<file path="config.mk">
export PLATFORM = sky130hd
export DESIGN_NAME = tilt_angle_to_hue
export DESIGN_NICKNAME = d
export VERILOG_FILES = /design/src/rtl/tath_pkg.sv /design/src/rtl/tilt_angle_to_hue.sv
export VERILOG_INCLUDE_DIRS = /design/src /design/src/rtl
export SDC_FILE = /design/constraint.sdc
export NUM_CORES = 2
export LEC_CHECK = 0
export BUFFER_PORTS_ARGS = -buffer_cell sky130_fd_sc_hd__buf_2
export CORE_ASPECT_RATIO = 1.25
export CORE_MARGIN = 10
export CORE_UTILIZATION = 70
export DETAILED_ROUTE_END_ITERATION = 16
export PLACE_DENSITY = 0.87
export SYNTH_ARGS = -nofsm -noshare
export SYNTH_HDL_FRONTEND = slang
export SYNTH_SLANG_ARGS = --single-unit
</file>
<file path="constraint.sdc">
create_clock -name clk_i -period 60.9 [get_ports clk_i]
set_input_delay 6.09 -clock clk_i [delete_from_list [all_inputs] [get_ports clk_i]]
set_output_delay 6.09 -clock clk_i [all_outputs]
set_load 0.03 [all_outputs]
</file>
<file path="src/rtl/tilt_angle_to_hue_assert.svh">
// Assertion macros shared by the tilt-angle-to-hue RTL.
// Expects clk_i and rst_ni in scope wherever TATH_ASSERT is used.
`ifndef TILT_ANGLE_TO_HUE_ASSERT_SVH
`define TILT_ANGLE_TO_HUE_ASSERT_SVH

`ifndef SYNTHESIS
`define TATH_ASSERT(lbl, prop, msg) \
  lbl: assert property (@(posedge clk_i) disable iff (!rst_ni) prop) else $error(msg);
`define TATH_ASSERT_CLK(lbl, clk, rst, prop, msg) \
  lbl: assert property (@(posedge clk) disable iff (!rst) prop) else $error(msg);
`else
`define TATH_ASSERT(lbl, prop, msg)
`define TATH_ASSERT_CLK(lbl, clk, rst, prop, msg)
`endif

`endif

</file>
<file path="src/rtl/tath_pkg.sv">
// Package for the tilt-angle-to-hue block: default sizes and the CORDIC
// arctangent table. No dependencies.
`default_nettype none

package tath_pkg;

  localparam int unsigned CordicStepsDefault = 16;
  localparam int unsigned AngleBitsDefault   = 16;
  localparam int unsigned AtanTableLen       = 24;
  localparam int unsigned AccelW             = 16;
  localparam int unsigned HueW               = 8;
  // Datapath: sensor counts with 16 fraction bits, room for the quarter
  // turn and the CORDIC gain of about 1.65.
  localparam int unsigned DataW              = 35;

  // atan(2^-i) with a full turn equal to 2^32
  localparam logic [31:0] AtanTurn32 [AtanTableLen] = '{
    32'h20000000, 32'h12E4051E, 32'h09FB385B, 32'h051111D4,
    32'h028B0D43, 32'h0145D7E1, 32'h00A2F61E, 32'h00517C55,
    32'h0028BE53, 32'h00145F2F, 32'h000A2F98, 32'h000517CC,
    32'h00028BE6, 32'h000145F3, 32'h0000A2FA, 32'h0000517D,
    32'h000028BE, 32'h0000145F, 32'h00000A30, 32'h00000518,
    32'h0000028C, 32'h00000146, 32'h000000A3, 32'h00000051
  };

  // Table entry rounded to a full turn of 2^angle_bits.
  function automatic logic [31:0] atan_entry(int unsigned idx, int unsigned angle_bits);
    logic [63:0] t;
    t = {32'd0, AtanTurn32[idx]};
    t = (t + (64'd1 << (31 - angle_bits))) >> (32 - angle_bits);
    return t[31:0];
  endfunction

endpackage

`default_nettype wire

</file>
<file path="src/rtl/tilt_angle_to_hue.sv">
// Tilt-angle-to-hue: one CORDIC iteration per pipeline stage, then a
// clamp-and-scale stage into the output register.
// An accepted word passes the entry, CORDIC stage and output registers.
// Throughput: one word per cycle; the whole pipe advances together
// whenever the output register is empty or being drained.
// Reset: rst_ni clears every stage valid bit and the output valid only.
`default_nettype none

`include "tilt_angle_to_hue_assert.svh"

module tilt_angle_to_hue
  import tath_pkg::*;
#(
  parameter int unsigned CORDIC_STEPS = CordicStepsDefault,
  parameter int unsigned ANGLE_BITS   = AngleBitsDefault
) (
  input  wire logic                     clk_i,
  input  wire logic                     rst_ni,
  input  wire logic                     in_valid_i,
  output logic                          in_ready_o,
  input  wire logic signed [AccelW-1:0] accel_y_i,
  input  wire logic signed [AccelW-1:0] accel_z_i,
  input  wire logic                     read_failed_i,
  output logic                          out_valid_o,
  input  wire logic                     out_ready_i,
  output logic [HueW-1:0]               hue_o
);

  // Number of CORDIC stages; the table covers at most AtanTableLen.
  localparam int unsigned NumStg = (CORDIC_STEPS < AtanTableLen) ? CORDIC_STEPS
                                                                  : AtanTableLen;
  // Angle accumulator: one sign bit and one bit of headroom over half a turn.
  localparam int unsigned AngW   = ANGLE_BITS + 2;
  localparam int unsigned OffW   = ANGLE_BITS + 1;
  localparam int unsigned ProdW  = ANGLE_BITS + HueW + 1;

  localparam logic signed [AngW-1:0] Half    = AngW'(64'd1 << (ANGLE_BITS - 1));
  localparam logic signed [AngW-1:0] Quarter = AngW'(64'd1 << (ANGLE_BITS - 2));
  localparam logic [OffW-1:0]        FullOff = OffW'(64'd1 << ANGLE_BITS);

  // Stage registers; index k holds the vector before iteration k.
  logic                    valid_q [NumStg+1];
  logic signed [DataW-1:0] x_q     [NumStg+1];
  logic signed [DataW-1:0] y_q     [NumStg+1];
  logic signed [AngW-1:0]  ang_q   [NumStg+1];
  logic                    fail_q  [NumStg+1];
  logic                    yzero_q [NumStg+1];
  logic                    zneg_q  [NumStg+1];

  logic            out_valid_q;
  logic [HueW-1:0] hue_q;
  logic [HueW-1:0] hue_d;

  // Advance every stage at once when the output slot frees up.
  logic advance;
  assign advance    = !out_valid_q || out_ready_i;
  assign in_ready_o = advance;

  // ---------------------------------------------------------------------
  // Entry: scale by 2^16 and fold the left half plane into the right.
  // ---------------------------------------------------------------------
  logic signed [DataW-1:0] x_in, y_in, x_rot, y_rot;
  logic signed [AngW-1:0]  ang_rot;

  always_comb begin
    x_in    = DataW'(signed'({accel_z_i, 16'h0000}));
    y_in    = DataW'(signed'({accel_y_i, 16'h0000}));
    x_rot   = x_in;
    y_rot   = y_in;
    ang_rot = '0;
    if (x_in < 0) begin
      if (y_in >= 0) begin
        // rotate by -90 degrees
        x_rot   = y_in;
        y_rot   = -x_in;
        ang_rot = Quarter;
      end else begin
        // rotate by +90 degrees
        x_rot   = -y_in;
        y_rot   = x_in;
        ang_rot = -Quarter;
      end
    end
  end

  always_ff @(posedge clk_i or negedge rst_ni) begin
    if (!rst_ni) begin
      valid_q[0] <= 1'b0;
    end else if (advance) begin
      valid_q[0] <= in_valid_i;
    end
  end

  always_ff @(posedge clk_i) begin
    if (advance) begin
      x_q[0]     <= x_rot;
      y_q[0]     <= y_rot;
      ang_q[0]   <= ang_rot;
      fail_q[0]  <= read_failed_i;
      yzero_q[0] <= (accel_y_i == '0);
      zneg_q[0]  <= accel_z_i[AccelW-1];
    end
  end

  // ---------------------------------------------------------------------
  // CORDIC vectoring: drive y toward zero, accumulate the turned angle.
  // ---------------------------------------------------------------------
  for (genvar k = 0; k < NumStg; k++) begin : g_stage
    localparam logic signed [AngW-1:0] Entry = AngW'(atan_entry(k, ANGLE_BITS));

    logic signed [DataW-1:0] xs, ys, x_d, y_d;
    logic signed [AngW-1:0]  ang_d;

    always_comb begin
      xs = x_q[k] >>> k;
      ys = y_q[k] >>> k;
      if (y_q[k] >= 0) begin
        x_d   = x_q[k] + ys;
        y_d   = y_q[k] - xs;
        ang_d = ang_q[k] + Entry;
      end else begin
        x_d   = x_q[k] - ys;
        y_d   = y_q[k] + xs;
        ang_d = ang_q[k] - Entry;
      end
    end

    always_ff @(posedge clk_i or negedge rst_ni) begin
      if (!rst_ni) begin
        valid_q[k+1] <= 1'b0;
      end else if (advance) begin
        valid_q[k+1] <= valid_q[k];
      end
    end

    always_ff @(posedge clk_i) begin
      if (advance) begin
        x_q[k+1]     <= x_d;
        y_q[k+1]     <= y_d;
        ang_q[k+1]   <= ang_d;
        fail_q[k+1]  <= fail_q[k];
        yzero_q[k+1] <= yzero_q[k];
        zneg_q[k+1]  <= zneg_q[k];
      end
    end
  end

  // ---------------------------------------------------------------------
  // Output: exact angle on the Y = 0 axis, offset by half a turn, clamp
  // to 0..full turn, scale by 255 and drop ANGLE_BITS bits; zero on a failed read.
  // ---------------------------------------------------------------------
  logic signed [AngW-1:0] ang_sel, off_s;
  logic [OffW-1:0]        off_c;
  logic [ProdW-1:0]       prod;

  always_comb begin
    if (yzero_q[NumStg]) begin
      ang_sel = zneg_q[NumStg] ? Half : '0;
    end else begin
      ang_sel = ang_q[NumStg];
    end
    off_s = ang_sel + Half;
    if (off_s < 0) begin
      off_c = '0;
    end else if (off_s > signed'(AngW'(FullOff))) begin
      off_c = FullOff;
    end else begin
      off_c = off_s[OffW-1:0];
    end
    // off * 255 as (off << 8) - off
    prod  = (ProdW'(off_c) << HueW) - ProdW'(off_c);
    hue_d = fail_q[NumStg] ? '0 : prod[ANGLE_BITS +: HueW];
  end

  always_ff @(posedge clk_i or negedge rst_ni) begin
    if (!rst_ni) begin
      out_valid_q <= 1'b0;
    end else if (advance) begin
      out_valid_q <= valid_q[NumStg];
    end
  end

  always_ff @(posedge clk_i) begin
    if (advance) begin
      hue_q <= hue_d;
    end
  end

  assign out_valid_o = out_valid_q;
  assign hue_o       = hue_q;

  // ---------------------------------------------------------------------
  // Assertions
  // ---------------------------------------------------------------------
  `TATH_ASSERT(a_fail_gives_zero,
    valid_q[NumStg] && fail_q[NumStg] && advance |=> out_valid_o && (hue_o == '0),
    "failed read did not give hue zero")
  `TATH_ASSERT(a_origin_gives_mid,
    valid_q[NumStg] && !fail_q[NumStg] && yzero_q[NumStg] && !zneg_q[NumStg] && advance
      |=> hue_o == HueW'(127),
    "zero Y with nonnegative Z did not give hue 127")
  `TATH_ASSERT(a_entry_travels,
    valid_q[0] && advance |=> valid_q[1],
    "word lost between entry and first CORDIC stage")

endmodule

`default_nettype wire

</file>
* After elaboration in Yosys (flattened, before gate mapping)
Memory sizes are Yosys's and may differ from the RTL's. Cells that the tools add are included.
Operators by class: $add $sub $neg 97, order comparisons 20, muxes and demuxes 59, reduce and logical (&&, ||, !) cells 3
Operators by type and width (count):
- 35-bit 2-to-1 mux | 36
- 35-bit by 1-bit >= comparator with 1-bit output (second input constant) | 16
- 18-bit 2-to-1 mux | 18
- 35-bit by 20-bit adder with 35-bit output | 2
- 35-bit by 21-bit adder with 35-bit output | 2
- 35-bit by 22-bit adder with 35-bit output | 2
- 35-bit by 23-bit adder with 35-bit output | 2
- 35-bit by 24-bit adder with 35-bit output | 2
- 35-bit by 25-bit adder with 35-bit output | 2
- 35-bit by 26-bit adder with 35-bit output | 2
- 35-bit by 27-bit adder with 35-bit output | 2
- 35-bit by 28-bit adder with 35-bit output | 2
- 35-bit by 29-bit adder with 35-bit output | 2
- 35-bit by 30-bit adder with 35-bit output | 2
- 35-bit by 31-bit adder with 35-bit output | 2
- 35-bit by 32-bit adder with 35-bit output | 2
- 35-bit by 33-bit adder with 35-bit output | 2
- 35-bit by 34-bit adder with 35-bit output | 2
- 32-bit negator with 35-bit output | 2
- 35-bit by 20-bit subtractor with 35-bit output | 2
- 35-bit by 21-bit subtractor with 35-bit output | 2
- 35-bit by 22-bit subtractor with 35-bit output | 2
- 35-bit by 23-bit subtractor with 35-bit output | 2
- 35-bit by 24-bit subtractor with 35-bit output | 2
- other kinds (52) | 67
Word-level totals: flip-flop bits (word level) 26, bits in writable memories 1547, input bits 37, output and inout bits 10, word-level logic and storage cells 204, memories kept 6
Memories:
- x_q | words 17, bits a word 35, read ports 16, clocked after Yosys merged registers in 0, wr ports 17, RTL line tilt_angle_to_hue.sv:43 | logic signed [DataW-1:0] x_q [NumStg+1];
- y_q | words 17, bits a word 35, read ports 16, clocked after Yosys merged registers in 0, wr ports 17, RTL line tilt_angle_to_hue.sv:44 | logic signed [DataW-1:0] y_q [NumStg+1];
- ang_q | words 17, bits a word 18, read ports 17, clocked after Yosys merged registers in 0, wr ports 17, RTL line tilt_angle_to_hue.sv:45 | logic signed [AngW-1:0] ang_q [NumStg+1];
- fail_q | words 17, bits a word 1, read ports 17, clocked after Yosys merged registers in 0, wr ports 17, RTL line tilt_angle_to_hue.sv:46 | logic fail_q [NumStg+1];
- yzero_q | words 17, bits a word 1, read ports 17, clocked after Yosys merged registers in 0, wr ports 17, RTL line tilt_angle_to_hue.sv:47 | logic yzero_q [NumStg+1];
- zneg_q | words 17, bits a word 1, read ports 17, clocked after Yosys merged registers in 0, wr ports 17, RTL line tilt_angle_to_hue.sv:48 | logic zneg_q [NumStg+1];

* Logic depth before layout (Yosys ltp)
An unclocked memory read counts as a cell.
word-level depth 8, depth in mapped cells 22, mapped depth without buffers 22

* Worst setup path before layout
OpenSTA, ideal clock, no wires.
kind input -> output, from input out_ready_i, to output in_ready_o, arrival time 28.124 ns, data required time 54.810 ns, path slack 26.686 ns, stages on the path 4, buffers on the path 2, path through nor2b_1 -> clkbuf_1 -> buf_1 -> inv_1
Between the ends: cells in the longest elaborated chain, start to end 1
RTL lines:
- from (decl) | RTL line tilt_angle_to_hue.sv:25 | input wire logic out_ready_i,
- 1-bit logical OR | RTL line tilt_angle_to_hue.sv:56 | assign advance = !out_valid_q || out_ready_i;
- to (decl) | RTL line tilt_angle_to_hue.sv:20 | output logic in_ready_o,
No other way between the ends.

* Worst setup path after layout
Same ends and word-level chain as after synthesis.

==> metrics.md <==
| Metric | Value |
|---|---|
| R2R cell count | 7 |
| Mapped Cells | 9352 |
| Grt total ovfl | 0 |
| Mapped Area | 0.0917 sq mm |
| R2R Path Start | out_valid_o |
| Status | completed |
| Post-CTS Setup Inserts | 0 |
| Ys flop type | edfxtp_1 |
| Least-Margin Pin Slew | 1200 ps |
| Minimum clock period | around 14000 ps |
| HPWL after DPL | 188000 um |
| Nets | 10600 |
| CP max-delay cell | nor2b_2 |
| Crit path top cell by count | buf_2 |
| Detailed Routing Iterations Pass 1 | 6 |
| Synth cell types | 90 |
| Antenna violations before repair | 5 |
| CTS Buffer Depth | 3 |
| Most frequent cell after synthesis | edfxtp_1 |
| Vias in the first global route | 72800 |
| Post-synthesis register bit count | 1132 |
| Clock skew | 37.1 ps |
| Total of max-cap violations | 0 |
| First-pass GRT wire length | approximately 380000 um |
| Fmax | slightly above 70 MHz |
| Critical path type | primary input to output pin |
| Hold_sp | zneg_q[1][2] |
| CTS buffer count | ~110 |
| Initial Util | between 70% and 80% |
| Final Hold Vio Count | 0 |
| RSZ-0062 raised after global routing | false |
| Synth area leader | edfxtp_1 |
| Routed wire per std cell | ~21 um |
| Worst reg-to-reg setup slack | 54920 ps |
| Top cell type's share of synthesized area | a little over a third |
| Critical path peak fanout | 88 |
| H-tree depth | 3 |
| Buf/Inv on CP | 3 |
| Post-DRT Antenna Nets | 0 |
| Slew Limit Fails | 0 |
| Mean area per synthesized cell | 9.80 sq um |
| Most common library cells after synthesis | 1114 x edfxtp_1, 1031 x ha_1, 897 x xnor2_1 |
| # resized after CTS | 0 |
| Setup crit end kind | output pin |
| Final wirelength | 242000 um |
| Top delay family on crit path | buffers and inverters |
| Total Routing Usage GR | 32.3% |
| Critical-path cell list | buf_2, nor2b_2, inv_8, buf_2 |
| DRT iter0 DRCs | 5664 |
| RR Endpoint | y_q[0][369] |
| Post-synth ARST share | 1.59% |
| Yosys warnings | 0 |
| Die extent in x | between 300 and 400 um |
| Final Setup Violations | 0 |
| Worst Hold Path EP | zneg_q[1][3] |
| Clock sink count | 1132 |
| Skew-Pair Late Insertion Delay | 780 ps |
| Port bufs | 46 |
| Remaining DRCs | 0 |
| Crit start category | primary input |
| Hold path cells | 0 |
| Final TNS setup | 0 ps |
| Share of layout cells above drive strength 1 | under 10% |
| Worst rel slew slack | 20.3% |
| Post-synth EDFFs | 1114 |
| Critical Path RT | 54810 ps |
| Largest net degree at the start of global routing | ~160 |
| Register area share after synthesis | 37.0% |
| Reg clk slew, reported paths | 70 ps |
| Vias per cell | 6.51 |
| Via count | 73700 |
| Fill cell count | ~9000 |
| Largest cells by area after synthesis | edfxtp_1 36%, ha_1 14%, xnor2_1 8.6%, xor2_1 4.8%, a21oi_1 3.9% |
| FP Rows | 148 |
| TritonCTS clock tree | built |
| # hold bufs at CTS | 0 |
| Die area | 0.146 sq mm |
| Worst EP arrival | 7900 ps |
| Fin crit share | between 20 and 25% |
| WP depth | 4 |
| Area Overhead vs Synth | 6.92% |
| Root Buffer | clkbuf_16 |
| GP Congestion | 0.984 |
| # IOs | 47 |
| Core ar. | between 0.1 and 0.15 sq mm |
| Crit-path max cell delay | roughly 800 ps |
| Hold Path Class | flop to flop |
| Die height | 425 um |
==> per-stage QoR <==
step,util (%),std cells,area [sq um],hold slack (ps),worst slack (ps)
after floorplan,-,9420,91900,400,26690
final,75.3,11300,98000,406,46910
after global routing,75.3,11300,98000,413,46780
after detailed placement,72.3,11100,94100,405,47020
after CTS,75.3,11300,98000,411,46970
after global placement,72.3,11100,94100,401,47100
==> kinds of logic after synthesis <==
kind of cell	synth area share, %
and+or+nand+nor	13.6
buffers and inverters	2.22
DFF	37.0
muxes	0.656
xor gates and xnor gates	13.3
AOI/OAI and AO/OA	18.4
other	0.00409
adders and majority gates	14.8
==> cells in the final DEF, fill, tap and decap left out, types with 24 or more instances in the layout <==
master | synthesis | routed
edfxtp_1 | 1114 | 1114
ha_1 | 1031 | 1031
xnor2_1 | 897 | 897
nor2_1 | 717 | 717
a21oi_1 | 714 | 714
nand2_1 | 563 | 563
o21ai_0 | 544 | 544
xor2_1 | 498 | 498
inv_1 | 413 | 412
a21o_1 | 297 | 297
nor3_1 | 196 | 196
nand3_1 | 193 | 193
o31ai_1 | 193 | 193
nand2b_1 | 174 | 174
o21a_1 | 143 | 143
or3_1 | 141 | 141
clkbuf_16 | 0 | 115
nor2b_1 | 106 | 105
o41ai_1 | 101 | 101
and3_1 | 95 | 95
o21bai_1 | 93 | 93
a31oi_1 | 82 | 82
a211oi_1 | 78 | 78
or4_1 | 77 | 77
conb_1 | 1 | 69
and2_1 | 68 | 68
nor4_1 | 64 | 64
or2_2 | 56 | 56
a21boi_0 | 49 | 49
buf_2 | 0 | 46
nand4_1 | 39 | 39
a211o_1 | 37 | 37
o211ai_1 | 36 | 36
mux2i_1 | 32 | 32
fa_1 | 32 | 32
buf_4 | 0 | 30
mux2_2 | 25 | 25
o2111ai_1 | 24 | 24
clkinv_1 | 0 | 24
==> worst max path at each step <==
stage,from,endpoint
floorplan,out_ready_i,in_ready_o
global placement,out_ready_i,in_ready_o
detailed placement,out_ready_i,in_ready_o
CTS,out_ready_i,in_ready_o
global route,out_ready_i,in_ready_o
finish,out_ready_i,in_ready_o
==> sequential cells by signal (all words and copies together) (netlist names) <==
signal       flops
hue_o            8
valid_q         17
ang_q          247
y_q            414
zneg_q          17
out_valid_o      1
fail_q          17
yzero_q         17
x_q            394
==> area by class of cell <==
cell class	instances	area [sq um]	area share, %
clock inverter	80	975	0.994
antenna	5	12.5	0.0128
clock buffer	133	2950	3.00
multi-input combinational	7745	56000	57.1
sequential	1132	33900	34.6
tap	1725	2160	2.20
timing repair buffer	77	475	0.485
inverter	413	1560	1.59
==> metal layers <==
| metal | up-vias | part of all wire, % | GRT usage [%] |
|---|---|---|---|
| li1 | 35100 | - | - |
| met1 | 35000 | 37 | 35.1 |
| met2 | 2663 | 50 | 58.1 |
| met3 | 905 | 5.2 | 4.08 |
| met4 | 0 | 7.7 | 22.1 |
| met5 | - | 0 | 0 |
Power is not shown: default switching activity piles up to over one toggle a cycle in this logic, so the estimate is an artifact.
